## src/lutf_pkg.sv

```systemverilog
`default_nettype none
// ----------------------------------------------------------------------------
// lutf_pkg
// Shared types and constants for the binary 3x3 lookup filter.
// ----------------------------------------------------------------------------
package lutf_pkg;

    localparam int COORD_W     = 9;   // width of reported coordinates
    localparam int IDX_W       = 9;   // 3x3 window index
    localparam int TABLE_REGS  = 8;
    localparam int TABLE_SEL_W = 3;
    localparam int TABLE_REG_W = 64;
    localparam int TABLE_BIT_W = 6;
    localparam int Q_DEPTH     = 4;
    localparam int Q_PTR_W     = 2;
    localparam int Q_LVL_W     = 3;

    // keeps the two older columns of the window after a left shift
    localparam logic [IDX_W-1:0] WINDOW_KEEP = 9'h1B6;

    typedef struct packed {
        logic pixel_in;
        logic frame_begin;
    } t_pix_in;

    typedef struct packed {
        logic               pixel_out;
        logic [COORD_W-1:0] out_row;
        logic [COORD_W-1:0] out_col;
        logic               frame_done;
    } t_pix_out;

    // one classified request waiting for its table lookup
    typedef struct packed {
        logic [IDX_W-1:0]   index;
        logic [COORD_W-1:0] row;
        logic [COORD_W-1:0] col;
        logic               done;
    } t_work;

endpackage
`default_nettype wire

```

## src/lutf_front.sv

```systemverilog
`default_nettype none
// ----------------------------------------------------------------------------
// lutf_front
// Position tracking, line stores and 3x3 window; emits lookup requests.
// ----------------------------------------------------------------------------
module lutf_front #(
    parameter int FRAME_WIDTH  = 512,
    parameter int FRAME_HEIGHT = 512
) (
    input  wire                                 i_clk,
    input  wire                                 i_rst_n,
    input  wire                                 i_valid,
    output logic                                o_ready,
    input  lutf_pkg::t_pix_in                   i_pixel,
    input  wire  [lutf_pkg::Q_LVL_W-1:0]        i_q_level,
    output logic                                o_push,
    output lutf_pkg::t_work                     o_work
);
    import lutf_pkg::*;

    localparam int CW = (FRAME_WIDTH  > 1) ? $clog2(FRAME_WIDTH)  : 1;
    localparam int RW = (FRAME_HEIGHT > 1) ? $clog2(FRAME_HEIGHT) : 1;
    localparam logic [CW-1:0] COL_LAST = CW'(FRAME_WIDTH - 1);
    localparam logic [RW-1:0] ROW_LAST = RW'(FRAME_HEIGHT - 1);

    logic [CW-1:0]      r_col;
    logic [RW-1:0]      r_row;
    logic               r_s1_valid;
    logic               r_s1_pix;
    logic [CW-1:0]      r_s1_col;
    logic               r_s1_emit;
    logic [COORD_W-1:0] r_s1_row1;
    logic [COORD_W-1:0] r_s1_col1;
    logic               r_s1_done;
    logic [IDX_W-1:0]   r_window;
    logic [1:0]         r_rd;           // {upper, middle} of the column
    logic [1:0]         r_lines [FRAME_WIDTH];

    logic               accept;
    logic [CW-1:0]      col_cur;
    logic [RW-1:0]      row_cur;
    logic [CW-1:0]      col_m1;
    logic [RW-1:0]      row_m1;
    logic               border;
    logic               pix_cur;
    logic               fwd;
    logic [Q_LVL_W:0]   busy;
    logic [IDX_W-1:0]   n_window;
    logic [CW-1:0]      n_col;
    logic [RW-1:0]      n_row;

    assign busy    = {1'b0, i_q_level} + {{Q_LVL_W{1'b0}}, r_s1_valid};
    assign o_ready = busy < (Q_LVL_W + 1)'(Q_DEPTH);
    assign accept  = i_valid && o_ready;

    // frame begin forces the origin
    assign col_cur = i_pixel.frame_begin ? '0 : r_col;
    assign row_cur = i_pixel.frame_begin ? '0 : r_row;
    assign col_m1  = col_cur - CW'(1);
    assign row_m1  = row_cur - RW'(1);
    assign border  = (row_cur == '0) || (row_cur == ROW_LAST) ||
                     (col_cur == '0) || (col_cur == COL_LAST);
    assign pix_cur = i_pixel.pixel_in && !border;

    always_comb begin
        n_col = r_col;
        n_row = r_row;
        if (accept) begin
            if (col_cur == COL_LAST) begin
                n_col = '0;
                n_row = (row_cur == ROW_LAST) ? '0 : row_cur + RW'(1);
            end else begin
                n_col = col_cur + CW'(1);
                n_row = row_cur;
            end
        end
    end

    always_ff @(posedge i_clk) begin
        if (!i_rst_n) begin
            r_col      <= '0;
            r_row      <= '0;
            r_s1_valid <= 1'b0;
        end else begin
            r_col      <= n_col;
            r_row      <= n_row;
            r_s1_valid <= accept;
        end
    end

    always_ff @(posedge i_clk) begin
        if (accept) begin
            r_s1_pix  <= pix_cur;
            r_s1_col  <= col_cur;
            r_s1_emit <= (row_cur >= RW'(2)) && (col_cur >= CW'(2));
            r_s1_row1 <= COORD_W'(row_m1);
            r_s1_col1 <= COORD_W'(col_m1);
            r_s1_done <= (row_cur == ROW_LAST) && (col_cur == COL_LAST);
        end
    end

    // line stores: read one column ahead, write back the shifted pair
    assign fwd = r_s1_valid && (r_s1_col == col_cur);

    always_ff @(posedge i_clk) begin
        if (r_s1_valid) begin
            r_lines[r_s1_col] <= {r_rd[0], r_s1_pix};
        end
        if (fwd) begin
            r_rd <= {r_rd[0], r_s1_pix};
        end else begin
            r_rd <= r_lines[col_cur];
        end
    end

    assign n_window = ((r_window << 1) & WINDOW_KEEP) |
                      {2'b00, r_rd[1], 2'b00, r_rd[0], 2'b00, r_s1_pix};

    always_ff @(posedge i_clk) begin
        if (!i_rst_n) begin
            r_window <= '0;
        end else if (r_s1_valid) begin
            r_window <= n_window;
        end
    end

    assign o_push       = r_s1_valid && r_s1_emit;
    assign o_work.index = n_window;
    assign o_work.row   = r_s1_row1;
    assign o_work.col   = r_s1_col1;
    assign o_work.done  = r_s1_done;

endmodule
`default_nettype wire

```

## src/lutf_queue.sv

```systemverilog
`default_nettype none
// ----------------------------------------------------------------------------
// lutf_queue
// Short FIFO of lookup requests between the front and back parts.
// ----------------------------------------------------------------------------
module lutf_queue (
    input  wire                             i_clk,
    input  wire                             i_rst_n,
    input  wire                             i_push,
    input  lutf_pkg::t_work                 i_work,
    input  wire                             i_pop,
    output lutf_pkg::t_work                 o_head,
    output logic [lutf_pkg::Q_LVL_W-1:0]    o_level
);
    import lutf_pkg::*;

    t_work              r_slots [Q_DEPTH];
    logic [Q_PTR_W-1:0] r_wr_ptr;
    logic [Q_PTR_W-1:0] r_rd_ptr;
    logic [Q_LVL_W-1:0] r_level;
    logic [Q_LVL_W-1:0] n_level;

    always_comb begin
        n_level = r_level;
        if (i_push && !i_pop) begin
            n_level = r_level + Q_LVL_W'(1);
        end else if (!i_push && i_pop) begin
            n_level = r_level - Q_LVL_W'(1);
        end
    end

    always_ff @(posedge i_clk) begin
        if (!i_rst_n) begin
            r_wr_ptr <= '0;
            r_rd_ptr <= '0;
            r_level  <= '0;
        end else begin
            if (i_push) begin
                r_wr_ptr <= r_wr_ptr + Q_PTR_W'(1);
            end
            if (i_pop) begin
                r_rd_ptr <= r_rd_ptr + Q_PTR_W'(1);
            end
            r_level <= n_level;
        end
    end

    always_ff @(posedge i_clk) begin
        if (i_push) begin
            r_slots[r_wr_ptr] <= i_work;
        end
    end

    assign o_head  = r_slots[r_rd_ptr];
    assign o_level = r_level;

endmodule
`default_nettype wire

```

## src/lutf_back.sv

```systemverilog
`default_nettype none
// ----------------------------------------------------------------------------
// lutf_back
// Lookup table registers, table lookup and output register.
// ----------------------------------------------------------------------------
module lutf_back (
    input  wire                                 i_clk,
    input  wire                                 i_rst_n,
    input  wire                                 i_cfg_we,
    input  wire  [lutf_pkg::TABLE_SEL_W-1:0]    i_cfg_idx,
    input  wire  [lutf_pkg::TABLE_REG_W-1:0]    i_cfg_data,
    input  wire                                 i_avail,
    input  lutf_pkg::t_work                     i_head,
    output logic                                o_pop,
    output logic                                o_valid,
    input  wire                                 i_ready,
    output lutf_pkg::t_pix_out                  o_pixel
);
    import lutf_pkg::*;

    logic [TABLE_REG_W-1:0] r_table [TABLE_REGS];
    logic                   r_out_valid;
    t_pix_out               r_out;
    logic [TABLE_REG_W-1:0] sel_reg;

    always_ff @(posedge i_clk) begin
        if (!i_rst_n) begin
            for (int k = 0; k < TABLE_REGS; k++) begin
                r_table[k] <= '0;
            end
        end else if (i_cfg_we) begin
            r_table[i_cfg_idx] <= i_cfg_data;
        end
    end

    // advance when the output slot is free or being drained
    assign o_pop   = i_avail && (!r_out_valid || i_ready);
    assign sel_reg = r_table[i_head.index[IDX_W-1:TABLE_BIT_W]];

    always_ff @(posedge i_clk) begin
        if (!i_rst_n) begin
            r_out_valid <= 1'b0;
        end else if (o_pop) begin
            r_out_valid <= 1'b1;
        end else if (i_ready) begin
            r_out_valid <= 1'b0;
        end
    end

    always_ff @(posedge i_clk) begin
        if (o_pop) begin
            r_out.pixel_out  <= sel_reg[i_head.index[TABLE_BIT_W-1:0]];
            r_out.out_row    <= i_head.row;
            r_out.out_col    <= i_head.col;
            r_out.frame_done <= i_head.done;
        end
    end

    assign o_valid = r_out_valid;
    assign o_pixel = r_out;

endmodule
`default_nettype wire

```

## src/binary_3x3_lut_image_filter_core.sv

```systemverilog
`default_nettype none
// Path: a result for the pixel completing its window passes the stage-one
//   registers, the request queue and the output register.
// Throughput: one pixel per clock, sustained while the output is drained;
//   the four-entry request queue absorbs short output stalls.
// Reset: synchronous, active low; clears positions, window, queue and the
//   eight table registers. Line stores are not cleared.
// ----------------------------------------------------------------------------
// binary_3x3_lut_image_filter_core
// Binary 3x3 neighborhood filter with a 512-entry one-bit lookup table.
// ----------------------------------------------------------------------------
module binary_3x3_lut_image_filter_core #(
    parameter int FRAME_WIDTH  = 512,
    parameter int FRAME_HEIGHT = 512
) (
    input  wire                                 i_clk,
    input  wire                                 i_rst_n,
    // pixel input channel
    input  wire                                 i_valid,
    output logic                                o_ready,
    input  lutf_pkg::t_pix_in                   i_pixel,
    // filtered pixel output channel
    output logic                                o_valid,
    input  wire                                 i_ready,
    output lutf_pkg::t_pix_out                  o_pixel,
    // table register write port
    input  wire                                 i_cfg_we,
    input  wire  [lutf_pkg::TABLE_SEL_W-1:0]    i_cfg_idx,
    input  wire  [lutf_pkg::TABLE_REG_W-1:0]    i_cfg_data
);
    import lutf_pkg::*;

    // request path from front to back
    logic               q_push;
    logic               q_pop;
    t_work              q_in;
    t_work              q_head;
    logic [Q_LVL_W-1:0] q_level;
    logic               q_avail;

    // Front: track row and column, drop border pixels to zero, slide the
    // window over the two line stores and classify interior positions.
    // Ready holds low once the queue plus the request in flight could fill it.
    lutf_front #(
        .FRAME_WIDTH  (FRAME_WIDTH),
        .FRAME_HEIGHT (FRAME_HEIGHT)
    ) u_front (
        .i_clk     (i_clk),
        .i_rst_n   (i_rst_n),
        .i_valid   (i_valid),
        .o_ready   (o_ready),
        .i_pixel   (i_pixel),
        .i_q_level (q_level),
        .o_push    (q_push),
        .o_work    (q_in)
    );

    // Queue: decouple the window stage from output back-pressure.
    lutf_queue u_queue (
        .i_clk   (i_clk),
        .i_rst_n (i_rst_n),
        .i_push  (q_push),
        .i_work  (q_in),
        .i_pop   (q_pop),
        .o_head  (q_head),
        .o_level (q_level)
    );

    assign q_avail = (q_level != '0);

    // Back: look the window index up in the table and register the result.
    lutf_back u_back (
        .i_clk      (i_clk),
        .i_rst_n    (i_rst_n),
        .i_cfg_we   (i_cfg_we),
        .i_cfg_idx  (i_cfg_idx),
        .i_cfg_data (i_cfg_data),
        .i_avail    (q_avail),
        .i_head     (q_head),
        .o_pop      (q_pop),
        .o_valid    (o_valid),
        .i_ready    (i_ready),
        .o_pixel    (o_pixel)
    );

    // queue never holds more than its depth
    a_q_bound: assert property (@(posedge i_clk) disable iff (!i_rst_n)
        q_level <= Q_LVL_W'(Q_DEPTH))
        else $error("request queue over depth");

    // no push into a full queue unless a pop frees a slot
    a_q_no_overflow: assert property (@(posedge i_clk) disable iff (!i_rst_n)
        !(q_push && (q_level == Q_LVL_W'(Q_DEPTH)) && !q_pop))
        else $error("request pushed into full queue");

    // a pop always lands in the output register
    a_pop_loads_out: assert property (@(posedge i_clk) disable iff (!i_rst_n)
        q_pop |=> o_valid)
        else $error("popped request not presented");

    // the queue is never drained while empty
    a_no_empty_pop: assert property (@(posedge i_clk) disable iff (!i_rst_n)
        q_pop |-> (q_level != '0))
        else $error("pop from empty queue");

endmodule
`default_nettype wire
```

## config.mk

```make
export PLATFORM = sky130hd
export DESIGN_NAME = binary_3x3_lut_image_filter_core
export DESIGN_NICKNAME = d
export VERILOG_FILES = /design/src/lutf_pkg.sv /design/src/lutf_front.sv /design/src/lutf_queue.sv /design/src/lutf_back.sv /design/src/binary_3x3_lut_image_filter_core.sv
export SDC_FILE = /design/constraint.sdc
export NUM_CORES = 2
export LEC_CHECK = 0
export BUFFER_PORTS_ARGS = -buffer_cell sky130_fd_sc_hd__clkbuf_2
export CORE_MARGIN = 5
export CORE_UTILIZATION = 38
export CTS_BUF_LIST = sky130_fd_sc_hd__clkbuf_8
export DETAILED_ROUTE_END_ITERATION = 6
export GPL_ROUTABILITY_DRIVEN = 1
export HOLD_SLACK_MARGIN = 0.12
export PLACE_DENSITY = 0.62
export SYNTH_ARGS = -nofsm -noshare
export SYNTH_HDL_FRONTEND = slang
export SYNTH_SLANG_ARGS = --single-unit
export TNS_END_PERCENT = 100
```

## constraint.sdc

```tcl
create_clock -name i_clk -period 8.9 [get_ports i_clk]
set_clock_uncertainty 0.1 [all_clocks]
set_input_delay 0.445 -clock i_clk [delete_from_list [all_inputs] [get_ports i_clk]]
set_output_delay 0.445 -clock i_clk [all_outputs]
set_load 0.05 [all_outputs]
```

After elaboration in Yosys (flattened, before gate mapping). Memory sizes are Yosys's and may differ from the RTL's. A register that Yosys moved wholly into a read port is not among the register bits. Index checks and enable logic that the tools add are counted.

Register bits: 85. Memories kept: 3. Bits of input ports: 74. Word-level logic and storage cells: 83. Memory bits (writable): 1648. Output and inout bits: 22.

$add $sub $neg: 9. Bitwise gates (word level): 1. Order comparisons: 4. Equal/unequal tests: 2. Reductions and logical operators: 22. Mux-type cells: 24.

Memory list: u_front.r_lines (depth 512, width 2, rd ports 1, clocked after memory_dff 1, wr ports 1, line lutf_front.sv:37) `logic [1:0] r_lines [FRAME_WIDTH];`; u_back.r_table (depth 8, width 64, rd ports 1, clocked after memory_dff 0, wr ports 8, line lutf_back.sv:21) `logic [TABLE_REG_W-1:0] r_table [TABLE_REGS];`; u_queue.r_slots (depth 4, width 28, rd ports 1, clocked after memory_dff 1, wr ports 1, line lutf_queue.sv:17) `t_work r_slots [Q_DEPTH];`.

Operators with widths (count): $mux W64 (1); $reduce_or A64 Y1 (1); $mux W9 (5); $add A9 B1 Y9 const B (2); $eq A9 B9 Y1 const B (2); $ge A9 B2 Y1 const B (2); $logic_not A9 Y1 (2); $sub A9 B1 Y9 const B (2); $mux W1 (12); $mux W3 (3); $or A9 B7 Y9 (1); $logic_and A1 B1 Y1 (8); $lt A6 B7 Y1 const B (1); $bmux W1 S6 (1); $add A2 B1 Y2 const B (2); $add A3 B1 Y4 (1); $logic_not A1 Y1 (4); $logic_or A1 B1 Y1 (4); $lt A4 B3 Y1 const B (1); $mux W2 (2); $reduce_bool A2 Y1 (2); $add A3 B1 Y3 const B (1); $reduce_bool A3 Y1 (1); $sub A3 B1 Y3 const B (1).

Longest topological paths before layout.
Depth in word-level cells: 7. Gate-level depth with buffers: 16. Mapped depth without buffers: 14.

Modules after synthesis. Synthesis repeated with hierarchy kept, for this count alone.

Cell total of the unflattened synthesis: 4495. Area total of the unflattened synthesis: 73859.6 µm².

Modules (own cells, without submodules): lutf_front (times used 1, sequential area each 32331.0 µm², area each 45103.3 µm², cells each 2747); lutf_back (times used 1, sequential area each 15995.3 µm², area each 24227.0 µm², cells each 1560); lutf_queue (times used 1, sequential area each 3543.4 µm², area each 4523.1 µm², cells each 187); binary_3x3_lut_image_filter_core (times used 1, sequential area each 0.0 µm², area each 6.3 µm², cells each 1).

Worst setup path before layout. OpenSTA, ideal clock, no wires.

Kind: register to register. Start: register with a tool-made name. End: memory u_front.r_lines[0][1] (data pin). Library setup time: 1358 ps. Setup slack: -357 ps. Cell stages (with the launch flop): 11. Arrival time: 7799 ps. Data required time: 7442 ps. Clock period less this slack: 9257 ps. Buffers on the path: 3. Cells stage by stage: dfxtp_1 -> buf_2 -> buf_1 -> clkbuf_1 -> mux4_2 -> mux4_2 -> mux4_2 -> mux2i_1 -> a211oi_1 -> a21oi_1 -> inv_1.

RTL lines (line): end, declared (lutf_front.sv:37).

==> impl_metrics.csv <==
group,metric,value,unit
clock_network,cts.sinks,1742,
sta,max_slew.worst_pin.slew,1.51,ns
worst_setup_path,cp.arrival,6.60,ns
sta,setup_tns,0,ns
power_and_ir_drop,powerDensity,231,mW/mm^2
final_layout,post-route-util,0.429,
final_layout,nets,4715,
synthesis,seq_area_frac_synth,0.710,
clock_network,clk_pin_slew,0.06,ns
clock_network,post_cts_buffers,0,
outcome,violations,"slew limit",
routing,num_vias,39500,
worst_setup_path,max_stage_delay,0.73,ns
worst_setup_path,r2r_setup_slack,2.57,ns
clock_network,numCtsBuffers,301,
sta,hold_violations,0,
global_routing,grt_pass1_wl,263000,um
clock_network,cts_tree,"done",
placement,hpwl,93500,um
synthesis,ys_types,44,
floorplanning,dieHeight,448,um
final_layout,finalInstanceArea,0.0824,mm^2
global_routing,grt_max_degree,292,
sta,fin_crit_sh,0.711,
synthesis,avgSynthCellArea,16.7,um^2
global_routing,grtUsageTotal,0.174,
worst_setup_path,end_kind,"register",
floorplanning,rows,161,
placement,place_area,0.0764,mm^2
floorplanning,die_area,0.201,mm^2
synthesis,synth_fp_nets,4470,
sta,max_freq,158,MHz
clock_network,clkLatencyLatePin,1.00,ns
worst_setup_path,worstPathRequired,9.17,ns
synthesis,ys.flop_type,"edfxtp_1",
worst_setup_path,critPathSlowestCell,"dfxtp_4",
placement,io_buffers,95,
outcome,status,"finished, violations left",
synthesis,synth_edf_count,1698,
worst_setup_path,path_cells,"buf_12, mux4_2, mux4_2, mux4_2, nor2b_1, a211oi_1, a211oi_1, a21oi_1, clkinvlp_4, buf_12",
routing,drc,0,
clock_network,clk_path_buf_depth,4,
routing,firstDrtPassIters,6,
clock_network,root_buffer,"clkbuf_8",
floorplanning,fp.dieW,448,um
floorplanning,initial_core_util,0.381,
global_routing,grt_pass1_vias,41100,
floorplanning,pin_count,96,
sta,slew_viol_final,40,
final_layout,drive_gt1_frac,0.194,
floorplanning,core_area,0.192,mm^2
worst_setup_path,cp-start-kind,"register",
min_path,min_path_type,"input port to register",
power_and_ir_drop,ir_drop,0.148,mV
synthesis,post_synth_instance_area,0.0730,mm^2
routing,totalWireLength,176000,um
sta,rsz0062_at_grt,"no",
routing,drt-vias-per-instance,5.38,
flow_run,cap_viol_max_count,0,
sta,timing.final.crit_period,6.33,ns
routing,drt-initial-drc-count,3506,
routing,avgRoutedWirePerCell,23.9,um
clock_network,htree_levels,5,
synthesis,ys_warn_count,0,
global_routing,grt_overflow_total,0,
final_layout,area_growth,12.8,%
worst_setup_path,crit_path_frequent_cell,"mux4_2",
sta,hold_slack,0.299,ns
sta,relSlewSlack,-0.00422,
power_and_ir_drop,p_leak,26.8,nW
global_routing,antenna_found_initial,15,
power_and_ir_drop,finalPower,19.0,mW
sta,setup_viol,0,
worst_setup_path,crit_fanout,291,
placement,place.gp.congestion,0.759,
routing,drt.antenna.violating_nets,0,
synthesis,ys_async_sr_fraction,0,
worst_setup_path,crit_type,"register to register",
synthesis,synth-seq-cells,1742,
synthesis,synth_cells,4380,
[repair_timing]
item	CTS	global route
resized for setup	0	0
endpoints found under the hold margin	553	0
endpoints found under the setup margin	0	0
hold buffers	74	0
[cell type report]
cell class / count / area (um^2)
antenna: 5 / 12.5
multi-input combinational: 2311 / 20000
tap: 2526 / 3160
fill: 16900 / 109000
clock inverter: 186 / 938
clock buffer: 313 / 4310
inverter: 20 / 78.8
timing repair buffer: 249 / 1940
sequential: 1742 / 51900
[path summary, 6_finish.rpt]
kind | startpoint | endpoint | cells after the start
setup / recovery | register | u_front.r_lines[358][1] | 10
hold / removal | i_cfg_data[19] | u_back.r_table[4][19] | 3
setup reg to reg | register | u_front.r_lines[358][1] | 10
hold reg to reg | u_front.r_col[8] | u_front.r_col[8] | 2
[through the flow]
| stage | instances | setup slack, ns |
|---|---|---|
| after floorplan | 4380 | 1.13 |
| after CTS | 7347 | 2.62 |
| after global routing | 7352 | 2.35 |
| final | 7352 | 2.57 |
| after detailed placement | 6774 | 2.75 |
| after global placement | 6774 | 2.84 |
[cell usage in the layout (no fill, tap or decap), drive strengths merged, types with 5 or more instances in the layout]
master,count
a211oi,6
a21boi,6
a21oi,68
a31oi,33
and2,521
and3,10
buf,80
bufinv,7
clkbuf,408
clkinv,78
clkinvlp,9
dfxtp,44
diode,5
dlygate4sd3,74
edfxtp,1698
ha,15
inv,112
mux2i,295
mux4,363
nand2,210
nand2b,17
nand3,9
nor2,539
nor2b,32
nor3,35
nor4,31
o21ai,22
o221ai,48
xnor2,12
xor2,7
[cell families after synthesis]
logic type / after synthesis / synth area share
compound gates: 195 / 0.0174
buf+inv: 327 / 0.0190
xor+xnor: 19 / 0.00228
flops: 1742 / 0.710
fa+ha+maj: 16 / 0.00284
simple gates: 1420 / 0.0954
mux: 661 / 0.153
[cell usage after synthesis (3+ instances only)]
master	number	area (um^2)
nor4_1	31	194
mux2_2	3	33.8
nand2_1	210	788
o221ai_1	48	420
or3_1	4	25.0
mux4_2	363	8180
a31oi_1	33	206
mux2i_1	295	2950
o21ai_0	22	110
buf_6	12	135
edfxtp_1	1698	51000
nor2b_1	32	200
buf_2	49	245
xor2_1	7	61.3
xnor2_1	12	105
ha_1	15	188
nand2b_1	17	106
and2_1	521	3260
buf_4	3	22.5
nor2_1	539	2020
a21oi_1	68	340
clkbuf_1	203	762
and3_1	10	62.6
and3b_1	3	26.3
inv_1	20	75.1
nor3b_1	4	30.0
dfxtp_1	44	881
nand3_1	9	45.0
o211ai_1	3	22.5
a21boi_0	6	45.0
nor3_1	35	175
a211oi_1	6	45.0
buf_1	40	150
o211a_1	4	40.0
[flip-flops by register name, summed over array words and instances, names as in the netlist, 2 cells and up, named ones only]
| name | count |
|---|---|
| u_front.r_lines | 1024 |
| u_queue.r_slots | 112 |
| u_front.r_s1_col1 | 9 |
| u_front.r_s1_row1 | 9 |
| u_back.r_table | 512 |
| u_front.r_window | 6 |
| u_front.r_s1_col | 9 |
| u_queue.o_level | 3 |
| u_front.r_row | 9 |
| u_back.o_pixel | 20 |
| u_queue.r_rd_ptr | 2 |
| u_front.r_col | 9 |
| u_queue.r_wr_ptr | 2 |
[worst max-delay path, delay by kind of cell (launching register included)]
| family | cells | cell delay [ns] |
|---|---|---|
| AOI/OAI and AO/OA | 3 | 0.70 |
| buffers and inverters | 3 | 1.70 |
| DFF | 1 | 0.73 |
| muxes | 3 | 1.65 |
| and+or+nand+nor | 1 | 0.18 |
[layer usage]
| layer | share of wire | track usage | wire length [um] | vias to the layer above |
|---|---|---|---|---|
| met5 | 0 | 0 | 0 | - |
| met4 | 0.019 | 0.0442 | 3350 | 0 |
| met3 | 0.065 | 0.0336 | 11500 | 276 |
| met2 | 0.50 | 0.293 | 87300 | 1388 |
| met1 | 0.42 | 0.232 | 73400 | 20600 |
| li1 | - | - | - | 17200 |
[power breakdown]
group	internal (mW)	total (mW)	switching (mW)	leakage [nW]
registers	9.40	9.54	0.143	16.0
clock network	3.43	6.54	3.12	3.02
logic	1.01	2.90	1.89	7.81
(Power assumes the default switching activity.)
